**config.mk**
```make
export PLATFORM = sky130hd
export DESIGN_NAME = lzd_ctrl
export DESIGN_NICKNAME = d
export VERILOG_FILES = /design/src/hw/rtl/lzd_pkg.sv /design/src/hw/rtl/lzd_ctrl.sv
export SDC_FILE = /design/constraint.sdc
export NUM_CORES = 1
export LEC_CHECK = 0
export BUFFER_PORTS_ARGS = -buffer_cell sky130_fd_sc_hd__buf_2
export CORE_MARGIN = 3
export CORE_UTILIZATION = 44
export DETAILED_ROUTE_END_ITERATION = 7
export HOLD_SLACK_MARGIN = 0.12
export PLACE_DENSITY = 0.66
export RECOVER_POWER = 100
export SYNTH_ARGS = -nofsm -noshare
export SYNTH_HDL_FRONTEND = slang
export SYNTH_SLANG_ARGS = --single-unit
```
**constraint.sdc**
```tcl
create_clock -name clk -period 3.7 [get_ports clk]
set_input_delay 0.37 -clock clk [delete_from_list [all_inputs] [get_ports clk]]
set_output_delay 0.37 -clock clk [all_outputs]
set_load 0.02 [all_outputs]
```
**src/hw/rtl/lzd_pkg.sv**
```systemverilog
// shared constants and types of the lzss decompressor
package lzd_pkg;

  localparam int unsigned WIN_DEPTH = 4096;
  localparam int unsigned WIN_AW    = $clog2(WIN_DEPTH);
  localparam int unsigned FILL_W    = WIN_AW + 1;

  localparam logic [WIN_AW-1:0] WP_START  = 12'hfee;
  localparam logic [FILL_W-1:0] FILL_FULL = FILL_W'(WIN_DEPTH);

  localparam logic [1:0] PH_FLAG  = 2'd0;
  localparam logic [1:0] PH_TOKEN = 2'd1;
  localparam logic [1:0] PH_MATCH = 2'd2;
  localparam logic [1:0] PH_SPARE = 2'd3;

  localparam logic [3:0] FLAG_BITS = 4'd8;
  localparam logic [4:0] LEN_BIAS  = 5'd3;

  typedef struct packed {
    logic              rd_en;
    logic [WIN_AW-1:0] rd_addr;
    logic              wr_en;
    logic [7:0]        wr_data;
    logic              clear;
  } win_req_t;

  typedef struct packed {
    logic       valid;
    logic [7:0] data;
    logic       last;
  } byte_slot_t;

endpackage

```
**src/hw/rtl/lzd_ctrl.sv**
```systemverilog
// token parser and match copy sequencer
module lzd_ctrl (
  input  logic                    clk,
  input  logic                    rst_n,
  input  logic                    in_valid,
  output logic                    in_ready,
  input  logic [7:0]              in_byte,
  input  logic                    in_end,
  input  logic                    out_free,
  input  logic [7:0]              win_rd_data,
  output lzd_pkg::win_req_t       win_req,
  output lzd_pkg::byte_slot_t     slot
);

  logic [1:0]                   phase_r, phase_nxt;
  logic [7:0]                   flags_r, flags_nxt;
  logic [3:0]                   left_r, left_nxt;
  logic [7:0]                   off_low_r, off_low_nxt;
  logic [4:0]                   cnt_r, cnt_nxt;
  logic [lzd_pkg::WIN_AW-1:0]   rd_addr_r, rd_addr_nxt;
  logic                         copy_end_r, copy_end_nxt;
  logic                         s1_valid_r, s1_valid_nxt;
  logic                         s1_lit_r, s1_lit_nxt;
  logic [7:0]                   s1_data_r, s1_data_nxt;
  logic                         s1_last_r, s1_last_nxt;
  logic                         s1_end_r, s1_end_nxt;
  logic                         accept;
  logic                         adv;
  logic                         issue;
  logic                         is_lit;
  logic                         is_match;
  logic [1:0]                   ph;
  logic [3:0]                   left_dec;
  logic [7:0]                   s1_byte;

  assign in_ready = (cnt_r == '0) && !s1_valid_r;
  assign accept   = in_valid && in_ready;
  assign adv      = s1_valid_r && out_free;
  assign issue    = (cnt_r != '0) && (!s1_valid_r || adv);
  assign s1_byte  = s1_lit_r ? s1_data_r : win_rd_data;

  always_comb begin
    ph = phase_r;
    if ((phase_r == lzd_pkg::PH_TOKEN && left_r == '0) || phase_r == lzd_pkg::PH_SPARE) begin
      ph = lzd_pkg::PH_FLAG;
    end
  end

  assign is_lit   = (ph == lzd_pkg::PH_TOKEN) && flags_r[0];
  assign is_match = (ph == lzd_pkg::PH_MATCH);
  assign left_dec = (left_r != '0) ? left_r - 1'b1 : left_r;

  always_comb begin
    phase_nxt    = phase_r;
    flags_nxt    = flags_r;
    left_nxt     = left_r;
    off_low_nxt  = off_low_r;
    cnt_nxt      = cnt_r;
    rd_addr_nxt  = rd_addr_r;
    copy_end_nxt = copy_end_r;
    s1_valid_nxt = s1_valid_r;
    s1_lit_nxt   = s1_lit_r;
    s1_data_nxt  = s1_data_r;
    s1_last_nxt  = s1_last_r;
    s1_end_nxt   = s1_end_r;

    if (adv) begin
      s1_valid_nxt = 1'b0;
    end

    if (issue) begin
      rd_addr_nxt  = rd_addr_r + 1'b1;
      cnt_nxt      = cnt_r - 1'b1;
      s1_valid_nxt = 1'b1;
      s1_lit_nxt   = 1'b0;
      s1_last_nxt  = (cnt_r == 5'd1);
      s1_end_nxt   = (cnt_r == 5'd1) && copy_end_r;
    end

    if (accept) begin
      case (ph)
        lzd_pkg::PH_TOKEN: begin
          if (flags_r[0]) begin
            s1_valid_nxt = 1'b1;
            s1_lit_nxt   = 1'b1;
            s1_data_nxt  = in_byte;
            s1_last_nxt  = 1'b1;
            s1_end_nxt   = in_end;
            flags_nxt    = flags_r >> 1;
            left_nxt     = left_dec;
            phase_nxt    = (left_dec == '0) ? lzd_pkg::PH_FLAG : lzd_pkg::PH_TOKEN;
          end else begin
            off_low_nxt = in_byte;
            phase_nxt   = lzd_pkg::PH_MATCH;
          end
        end
        lzd_pkg::PH_MATCH: begin
          rd_addr_nxt  = {in_byte[3:0], off_low_r};
          cnt_nxt      = {1'b0, in_byte[7:4]} + lzd_pkg::LEN_BIAS;
          copy_end_nxt = in_end;
          flags_nxt    = flags_r >> 1;
          left_nxt     = left_dec;
          phase_nxt    = (left_dec == '0) ? lzd_pkg::PH_FLAG : lzd_pkg::PH_TOKEN;
        end
        default: begin
          flags_nxt = in_byte;
          left_nxt  = lzd_pkg::FLAG_BITS;
          phase_nxt = lzd_pkg::PH_TOKEN;
        end
      endcase
      if (in_end) begin
        phase_nxt   = lzd_pkg::PH_FLAG;
        flags_nxt   = '0;
        left_nxt    = '0;
        off_low_nxt = '0;
      end
    end
  end

  always_ff @(posedge clk) begin
    if (!rst_n) begin
      phase_r    <= lzd_pkg::PH_FLAG;
      flags_r    <= '0;
      left_r     <= '0;
      off_low_r  <= '0;
      cnt_r      <= '0;
      copy_end_r <= 1'b0;
      s1_valid_r <= 1'b0;
    end else begin
      phase_r    <= phase_nxt;
      flags_r    <= flags_nxt;
      left_r     <= left_nxt;
      off_low_r  <= off_low_nxt;
      cnt_r      <= cnt_nxt;
      copy_end_r <= copy_end_nxt;
      s1_valid_r <= s1_valid_nxt;
    end
  end

  always_ff @(posedge clk) begin
    rd_addr_r <= rd_addr_nxt;
    s1_lit_r  <= s1_lit_nxt;
    s1_data_r <= s1_data_nxt;
    s1_last_r <= s1_last_nxt;
    s1_end_r  <= s1_end_nxt;
  end

  always_comb begin
    win_req.rd_en   = issue;
    win_req.rd_addr = rd_addr_r;
    win_req.wr_en   = adv;
    win_req.wr_data = s1_byte;
    win_req.clear   = (adv && s1_end_r) || (accept && in_end && !is_lit && !is_match);
  end

  always_comb begin
    slot.valid = s1_valid_r;
    slot.data  = s1_byte;
    slot.last  = s1_last_r;
  end

endmodule

```
==> results of run 1 <==
[layout make-up]
| cell class | count | area (sq um) |
|---|---|---|
| fillers | 585 | 2780 |
| multi-input cells | 210 | 1400 |
| flip-flops and latches | 52 | 1120 |
| repair buffers | 57 | 236 |
| well taps | 72 | 90.1 |
| clock buffers | 5 | 68.8 |
| inverters | 7 | 26.3 |
| clock inverters | 3 | 25.0 |
[power by group]
part           internal (mW)  leakage, nW  switching, mW
sequential             0.679        0.431          0.132
clock                  0.138       0.0452          0.204
combinational          0.271        0.582          0.450
total                   1.09         1.06          0.785
[worst register-to-register path, stage by stage (launching register included)]
cell	delay [ps]
dfxtp_1	360
inv_1	90
ha_1	180
nor4b_1	660
nand3b_2	330
nor3_1	250
clkbuf_1	430
nand2_1	140
o32ai_1	230
[placed cells by master, fill, tap and decap left out, drive strengths merged, types with 2 or more instances in the layout]
cell,synthesis,routed
nor3,8,8
nand3b,3,3
and3,4,4
o211ai,3,3
inv,7,9
o21ai,20,20
a211oi,3,3
xor2,8,8
a31oi,2,2
nor2,12,12
o21a,2,2
nor2b,5,5
a21boi,3,3
clkbuf,8,46
nand3,12,12
xnor2,7,7
a32o,3,3
nor4b,3,3
mux2,9,9
nand2b,4,4
edfxtp,8,8
a21oi,5,5
a211o,3,3
nand2,44,44
mux2i,9,9
buf,16,16
dfxtp,44,44
and2,2,2
ha,6,6
a22o,11,11
nor3b,3,3
[routing by layer]
layer  GRT usage  vias up
met5           0        -
met4      0.0446        0
met3      0.0412        7
met2       0.278       60
met1       0.249     1072
li1            -     1120
[flip-flops by register name, indices dropped and copies added (netlist names), 2 cells and up]
signal / flops
flags_r: 8
s1_data_r: 8
phase_r: 2
cnt_r: 5
rd_addr_r: 12
left_r: 4
off_low_r: 8
[metrics by stage]
step	total power, mW	hold WS (ps)
final	1.87	393
after global routing	2.01	393
after CTS	1.92	316
after detailed placement	1.58	452
after global placement	1.57	448
after floorplan	1.38	425
[logic make-up after synthesis]
| logic type | Yosys count |
|---|---|
| AO/OA/AOI/OAI | 63 |
| XOR/XNOR | 15 |
| adder cells (fa/ha/maj) | 6 |
| buffers and inverters | 31 |
| flip-flops | 52 |
| multiplexers | 18 |
| AND/OR/NAND/NOR | 108 |
[path summary, 6_finish.rpt]
kind | slack [ps] | end | depth (start not counted)
max | 920 | win_req[0] | 6
min | 390 | left_r[0] | 2
max reg2reg | 940 | left_r[1] | 8
min reg2reg | 470 | copy_end_r | 2
==> summary.txt, run 1 <==
Power
  – Worst vdd ir: 0.311 mV
  – Leakage Power: 1.06 nW
  – Power density over the cells: 631 nW/um^2

Yosys
  – Area share of xor/xnor cells in the synthesized design: 0.0485
  – Yosys warns: 0
  – Average cell area after synthesis: 9.25 sq um
  – Synthesized net count: 320
  – Simple-Gate Fraction of Synth Area: 0.211
  – Combined area of all synthesized cells: 2710 sq um
  – Largest family of logic cells by synthesized area: simple AND/OR/NAND/NOR gates
  – Number of synthesized flops with an enable pin: 8
  – Mapped Cells: 293
  – Yosys top cell by area: dfxtp_1
  – Number of distinct library cell variants in the gate-level netlist after synthesis: 57
  – Flip-flop cell with the highest count after synthesis: dfxtp_1
  – Ys async rst share: 0
  – Post-synthesis mux area share: 0.0706
  – Portion of the post-synthesis area used by sequential elements: 0.414
  – Synthesis-stage register bit count: 52
  – Adder-cell share of the synthesized area: 0.0277
  – Largest cells by area after synthesis: dfxtp_1, edfxtp_1, nand2_1
  – Most instantiated cells after synthesis: dfxtp_1, nand2_1, o21ai_0
  – Complex-gate fraction of the synthesized area: 0.164
  – Share of Yosys cell area claimed by the top area cell type: 0.325

Timing
  – Final worst path period need: 2780 ps
  – FMAX: 360 MHz
  – Setup skew after layout: 10.4 ps
  – Final period util: 0.752
  – Final max-slew violation count: 0
  – Setup repair after global routing missed its margin: false
  – Relative slew slack: 0.382
  – Pin slew with the least headroom to its limit: 919 ps
  – Final setup vio count: 0
  – Setup Total Neg Slack: 0 ps
  – Final WS setup: 919 ps
  – Fin. Hold Viols: 0

Outcome
  – Outcome: completed

Die
  – Total core area: 5740 sq um
  – Starting density of the core: 0.472
  – Vertical die dimension: 84.5 um
  – Number of standard-cell rows in the floorplan: 27
  – Area enclosed by the die boundary: 7140 sq um
  – Die width: 84.5 um
  – Ports placed on the boundary: 55

Detailed routing
  – Drt total wl: 6200 um
  – Number of vias after detailed routing: 2,259
  – Residual DRC: 0
  – Met3 wirelength from detailed routing: 377 um
  – Length of the first detailed-routing pass in iterations: 4
  – Initial detailed-routing violation count: 98
  – Detailed route wirelength on metal2: 2770 um
  – Highest routed metal layer: met4
  – Via-per-instance ratio: 5.56
  – Met1 WL: 2990 um
  – Routed wirelength normalized by instance count: 15.3 um
  – DRT antenna net count: 0

Setup path
  – WP buf/inv: 2
  – Delay contributed by the slowest stage of the critical path: 660 ps
  – Data required time at the worst endpoint: 3330 ps
  – Critical path capture point type: output port
  – Critical Path Start: cnt_r[0]
  – Data arrival, critical path: 2410 ps
  – Kind of start point of the critical path: register
  – Cell type group with the largest total delay on the critical path: simple AND/OR/NAND/NOR gates
  – Crit path max fanout: 9
  – Ordered list of cells on the worst path: inv_1 > ha_1 > nor4b_1 > nand3b_2 > o2bb2ai_1 > clkbuf_1
  – Worst flop-to-flop path startpoint: cnt_r[0]
  – Slowest cell on crit path: nor4b_1
  – Type of the setup path with the least slack: register to output port

Placed design
  – Placer Congestion: 0.885
  – Placed wire-length estimate: 4480 um
  – Cell count after placement: 398
  – Post-Place Cell Area: 2950 sq um
  – Input/output buffers: 54
  – Dpl ws: 1460 ps

Clock network
  – Count of H-tree levels built during CTS: 2
  – TritonCTS clock tree: done
  – Buffer depth of the longest clock path: 2
  – Clock tree sinks: 52
  – Hold-fix buffers at CTS: 0
  – CTS clock-pin slew for the worst setup and hold paths: 100 ps
  – Clock root cell: clkbuf_8
  – CTS resizes: 0
  – Total clock buffers created by CTS: 5
  – Number of buffers added for setup after CTS: 0
  – Worst-Skew Late Latency: 310 ps

Global routing
  – Residual overflow from global routing: 0
  – First-pass GRT wire length: 10,400 um
  – Overall routing resource usage: 0.178
  – Maximum number of pins on one net before global-route repair: 30
  – Number of global-route vias before repair: 2,104
  – Antenna violations before repair: 0

Cells and area
  – Core occupancy in the finished layout: 0.517
  – Antenna diodes: 0
  – Non-Filler Instances: 406
  – Area growth from synthesis to final layout: 9.51%
  – Fraction of layout cells with a size suffix above 1: 0.105
  – Cell area after layout: 2970 sq um
  – Net total in the final layout: 360

Job
  – # Max-Cap Violations: 0

Worst hold path
  – Start point of the worst min-delay path: in_end
  – Class of the worst hold path: input port to register
Power figures use the tool's default switching activity.
==> run 2: changes to the inputs <==
--- a/config.mk
+++ b/config.mk
@@ -5,12 +5,13 @@
 export SDC_FILE = /design/constraint.sdc
 export NUM_CORES = 1
 export LEC_CHECK = 0
+export ABC_AREA = 1
 export BUFFER_PORTS_ARGS = -buffer_cell sky130_fd_sc_hd__buf_2
 export CORE_MARGIN = 3
 export CORE_UTILIZATION = 44
 export DETAILED_ROUTE_END_ITERATION = 7
 export HOLD_SLACK_MARGIN = 0.12
-export PLACE_DENSITY = 0.66
+export PLACE_DENSITY = 0.68
 export RECOVER_POWER = 100
 export SYNTH_ARGS = -nofsm -noshare
 export SYNTH_HDL_FRONTEND = slang
==> constraint.sdc (replaced) <==
create_clock -name clk -period 2.3 [get_ports clk]
set_input_delay 0.23 -clock clk [delete_from_list [all_inputs] [get_ports clk]]
set_output_delay 0.23 -clock clk [all_outputs]
set_load 0.02 [all_outputs]
==> run 2 against run 1 <==
  * Register-to-register slack got worse by 600 ps
  * Combinational power increased by 100%
  * Routed wire length is 13% higher
  * Critical path type unchanged
  * Critical endpoint unchanged
  * Highest routed layer unchanged
==> summary.txt, run 2 <==
Cells and area
  – Commonest non-fill, non-tap cell in the layout: nand2_1
  – Area growth from synthesis to final layout: 8.32% (was 9.51%)
  – Net total in the final layout: 481 (was 360)
  – Layout fillers: 696 (was 585)
  – Antenna diodes: 0 (unchanged)
  – Fraction of layout cells with a size suffix above 1: 0.0879 (was 0.105)
  – Register containing the most flip-flops in the final layout: rd_addr_r (unchanged)
  – Commonest cells after routing, fill and taps aside: nand2_1, inv_1, dfxtp_1 (was nand2_1, dfxtp_1, clkbuf_1)
  – Max FFs per register: 12 (unchanged)

Detailed routing
  – Length of the first detailed-routing pass in iterations: 4 (unchanged)
  – Residual DRC: 0 (unchanged)
  – Initial detailed-routing violation count: 217 (was 98)
  – Drt total wl: 7000 um (was 6200 um)
  – Via-per-instance ratio: 5.11 (was 5.56)
  – DRT antenna net count: 0 (unchanged)
  – Number of vias after detailed routing: 2,719 (was 2,259)
  – Routed wirelength normalized by instance count: 13.2 um (was 15.3 um)

Die
  – Ports placed on the boundary: 55 (unchanged)
  – Total core area: 6420 sq um (was 5740 sq um)
  – Area enclosed by the die boundary: 7680 sq um (was 7140 sq um)
  – Vertical die dimension: 87.6 um (was 84.5 um)
  – Number of standard-cell rows in the floorplan: 29 (was 27)
  – Starting density of the core: 0.457 (was 0.472)
  – Die width: 87.6 um (was 84.5 um)

Timing
  – Final max-slew violation count: 0 (unchanged)
  – Setup repair after global routing missed its margin: false (unchanged)
  – Final setup vio count: 0 (unchanged)
  – Relative slew slack: 0.671 (was 0.382)
  – FMAX: 470 MHz
  – Worst Hold Margin: 202 ps (was 393 ps)
  – Final worst path period need: 2130 ps
  – Setup Total Neg Slack: 0 ps (unchanged)
  – Setup skew after layout: 11.3 ps (was 10.4 ps)
  – Final period util: 0.925
  – Pin slew with the least headroom to its limit: 492 ps (was 919 ps)
  – Fin. Hold Viols: 0 (unchanged)

Yosys
  – Synthesis-stage register bit count: 52 (unchanged)
  – Combined area of all synthesized cells: 2930 sq um (was 2710 sq um)
  – Yosys top cell by area: dfxtp_1 (unchanged)
  – Portion of the post-synthesis area used by sequential elements: 0.382 (was 0.414)
  – Synthesized net count: 442 (was 320)
  – Count leader, synth: nand2_1
  – Largest cells by area after synthesis: dfxtp_1, nand2_1, edfxtp_1 (was dfxtp_1, edfxtp_1, nand2_1)
  – Number of synthesized flops with an enable pin: 8 (unchanged)
  – Average cell area after synthesis: 7.07 sq um (was 9.25 sq um)
  – Share of Yosys cell area claimed by the top area cell type: 0.300 (was 0.325)
  – Flip-flop cell with the highest count after synthesis: dfxtp_1 (unchanged)
  – Number of distinct library cell variants in the gate-level netlist after synthesis: 32 (was 57)
  – Mapped Cells: 415 (was 293)
  – Most instantiated cells after synthesis: nand2_1, inv_1, dfxtp_1 (was dfxtp_1, nand2_1, o21ai_0)
  – Yosys warns: 0 (unchanged)
  – Ys async rst share: 0 (unchanged)

Clock network
  – Buffer depth of the longest clock path: 2 (unchanged)
  – Worst-Skew Late Latency: 300 ps (was 310 ps)
  – Total clock buffers created by CTS: 5 (unchanged)
  – TritonCTS clock tree: done (unchanged)
  – Number of buffers added for setup after CTS: 0 (unchanged)
  – Clock root cell: clkbuf_8 (unchanged)
  – Clock tree sinks: 52 (unchanged)
  – CTS clock-pin slew for the worst setup and hold paths: 90 ps (was 100 ps)
  – Count of H-tree levels built during CTS: 2 (unchanged)

Setup path
  – Crit path max fanout: 8 (was 9)
  – Reg-to-reg endpoint: off_low_r[0] (was left_r[1])
  – Data arrival, critical path: 1900 ps (was 2410 ps)
  – Critical path capture point type: output port (unchanged)
  – Delay contributed by the slowest stage of the critical path: 320 ps (was 660 ps)
  – Setup slack, reg-to-reg: 340 ps (was 940 ps)
  – Worst flop-to-flop path startpoint: cnt_r[0] (unchanged)
  – Most Frequent Cell on Critical Path: inv_1
  – Number of cells traversed by the worst register-to-register path: 8 (unchanged)
  – End point of the critical path: win_req[0] (unchanged)
  – Type of the setup path with the least slack: register to output port (unchanged)
  – Data required time at the worst endpoint: 2070 ps (was 3330 ps)
  – Ordered list of cells on the worst path: inv_1 > ha_2 > nand3_2 > nand2_2 > nor2_1 > inv_1 > nand4_1 > o21ai_0 > clkbuf_2 (was inv_1 > ha_1 > nor4b_1 > nand3b_2 > o2bb2ai_1 > clkbuf_1)
  – Kind of start point of the critical path: register (unchanged)
  – Critical Path Start: left_r[0] (was cnt_r[0])
  – Slowest cell on crit path: dfxtp_1 (was nor4b_1)

Global routing
  – Number of global-route vias before repair: 2,604 (was 2,104)
  – Maximum number of pins on one net before global-route repair: 23 (was 30)
  – Antenna violations before repair: 0 (unchanged)
  – Residual overflow from global routing: 0 (unchanged)
  – First-pass GRT wire length: 11,800 um (was 10,400 um)
  – Overall routing resource usage: 0.191 (was 0.178)

Power
  – Leakage Power: 1.39 nW (was 1.06 nW)
  – Worst vdd ir: 0.394 mV (was 0.311 mV)
  – Power density over the cells: 1020 nW/um^2 (was 631 nW/um^2)

Outcome
  – Outcome: completed (unchanged)

Placed design
  – Placed wire-length estimate: 5500 um (was 4480 um)
  – Input/output buffers: 54 (unchanged)
  – Placer Congestion: 0.895 (was 0.885)

Job
  – # Max-Cap Violations: 0 (unchanged)

Worst hold path
  – Class of the worst hold path: input port to register (unchanged)
-- run 2: changes by cell type in the layout (fill, tap and decap cells not counted), moves of 7 or more --
cell / delta
nor2_1: +22
inv_1: +43
nand4_1: +8
nand2_1: +79
nand3_1: +20
o21ai_0: +7
mux2i_1: -9
a21oi_1: +15
a22o_1: -11
-- run 2: critical path, delay by kind of cell (launching register included) --
family | cells | cell delay, ps
AOI/OAI and AO/OA | 1 | 120
DFF | 1 | 320
adders and majority gates | 1 | 250
buffers and inverters | 3 | 390
and+or+nand+nor | 4 | 540
-- run 2: kinds of logic (layout without fill, tap and decap cells) --
group,count (synthesis),count (layout),share of synthesized area
multiplexers,8,8,0.0307
XOR/XNOR,9,9,0.0269
adder cells (fa/ha/maj),6,6,0.0256
AND/OR/NAND/NOR,213,213,0.323
flip-flops,52,52,0.382
AO/OA/AOI/OAI,52,52,0.0943
buffers and inverters,75,115,0.117
-- run 2: what timing repair did --
item / in CTS / in global routing
endpoints found under the setup margin: 0 / 2
gates resized for setup: 0 / 3
hold buffers: 0 / 0
-- run 2: worst min-delay path by stage --
stage	end	start	cells past startpoint	slack (ps)
after floorplan	s1_data_r[0]	in_byte[0]	0	330
after CTS	s1_data_r[2]	in_byte[2]	1	150
after global placement	flags_r[7]	flags_r[7]	2	450
final	s1_data_r[2]	in_byte[2]	1	200
after detailed placement	off_low_r[5]	off_low_r[5]	2	450
after global routing	s1_data_r[2]	in_byte[2]	1	200
-- run 2: layout make-up --
cell class	instances	area [sq um]	share of cell area
Multi-Input combinational cell	288	1450	0.456
Sequential cell	52	1120	0.353
Timing Repair Buffer	55	230	0.0725
Inverter	52	199	0.0626
Tap cell	77	96.3	0.0303
Clock buffer	7	76.3	0.0240
Clock inverter	1	5.00	0.00158
-- run 2: metal layers --
metal,share of wire,track usage
met5,0,0
met4,0.017,0.0502
met2,0.48,0.327
met3,0.047,0.0339
met1,0.45,0.248
-- run 2: per-stage QoR --
step | setup WS, ps | total power, mW | instance area [sq um] | instances | utilization
2_1_floorplan | 627 | 2.46 | 2930 | 415 | -
3_3_place_gp | 439 | 2.78 | 3160 | 524 | 0.492
3_5_place_dp | 353 | 2.82 | 3160 | 524 | 0.492
4_1_cts | 78.5 | 3.31 | 3240 | 532 | 0.504
5_1_grt | 19.8 | 3.51 | 3180 | 532 | 0.495
6_report | 172 | 3.24 | 3180 | 532 | 0.495
-- run 2: report_power, final --
group | total [mW] | switching [mW] | internal [mW]
clock | 0.495 | 0.281 | 0.214
combinational | 1.47 | 1.01 | 0.466
sequential | 1.28 | 0.186 | 1.09
total | 3.24 | 1.47 | 1.77
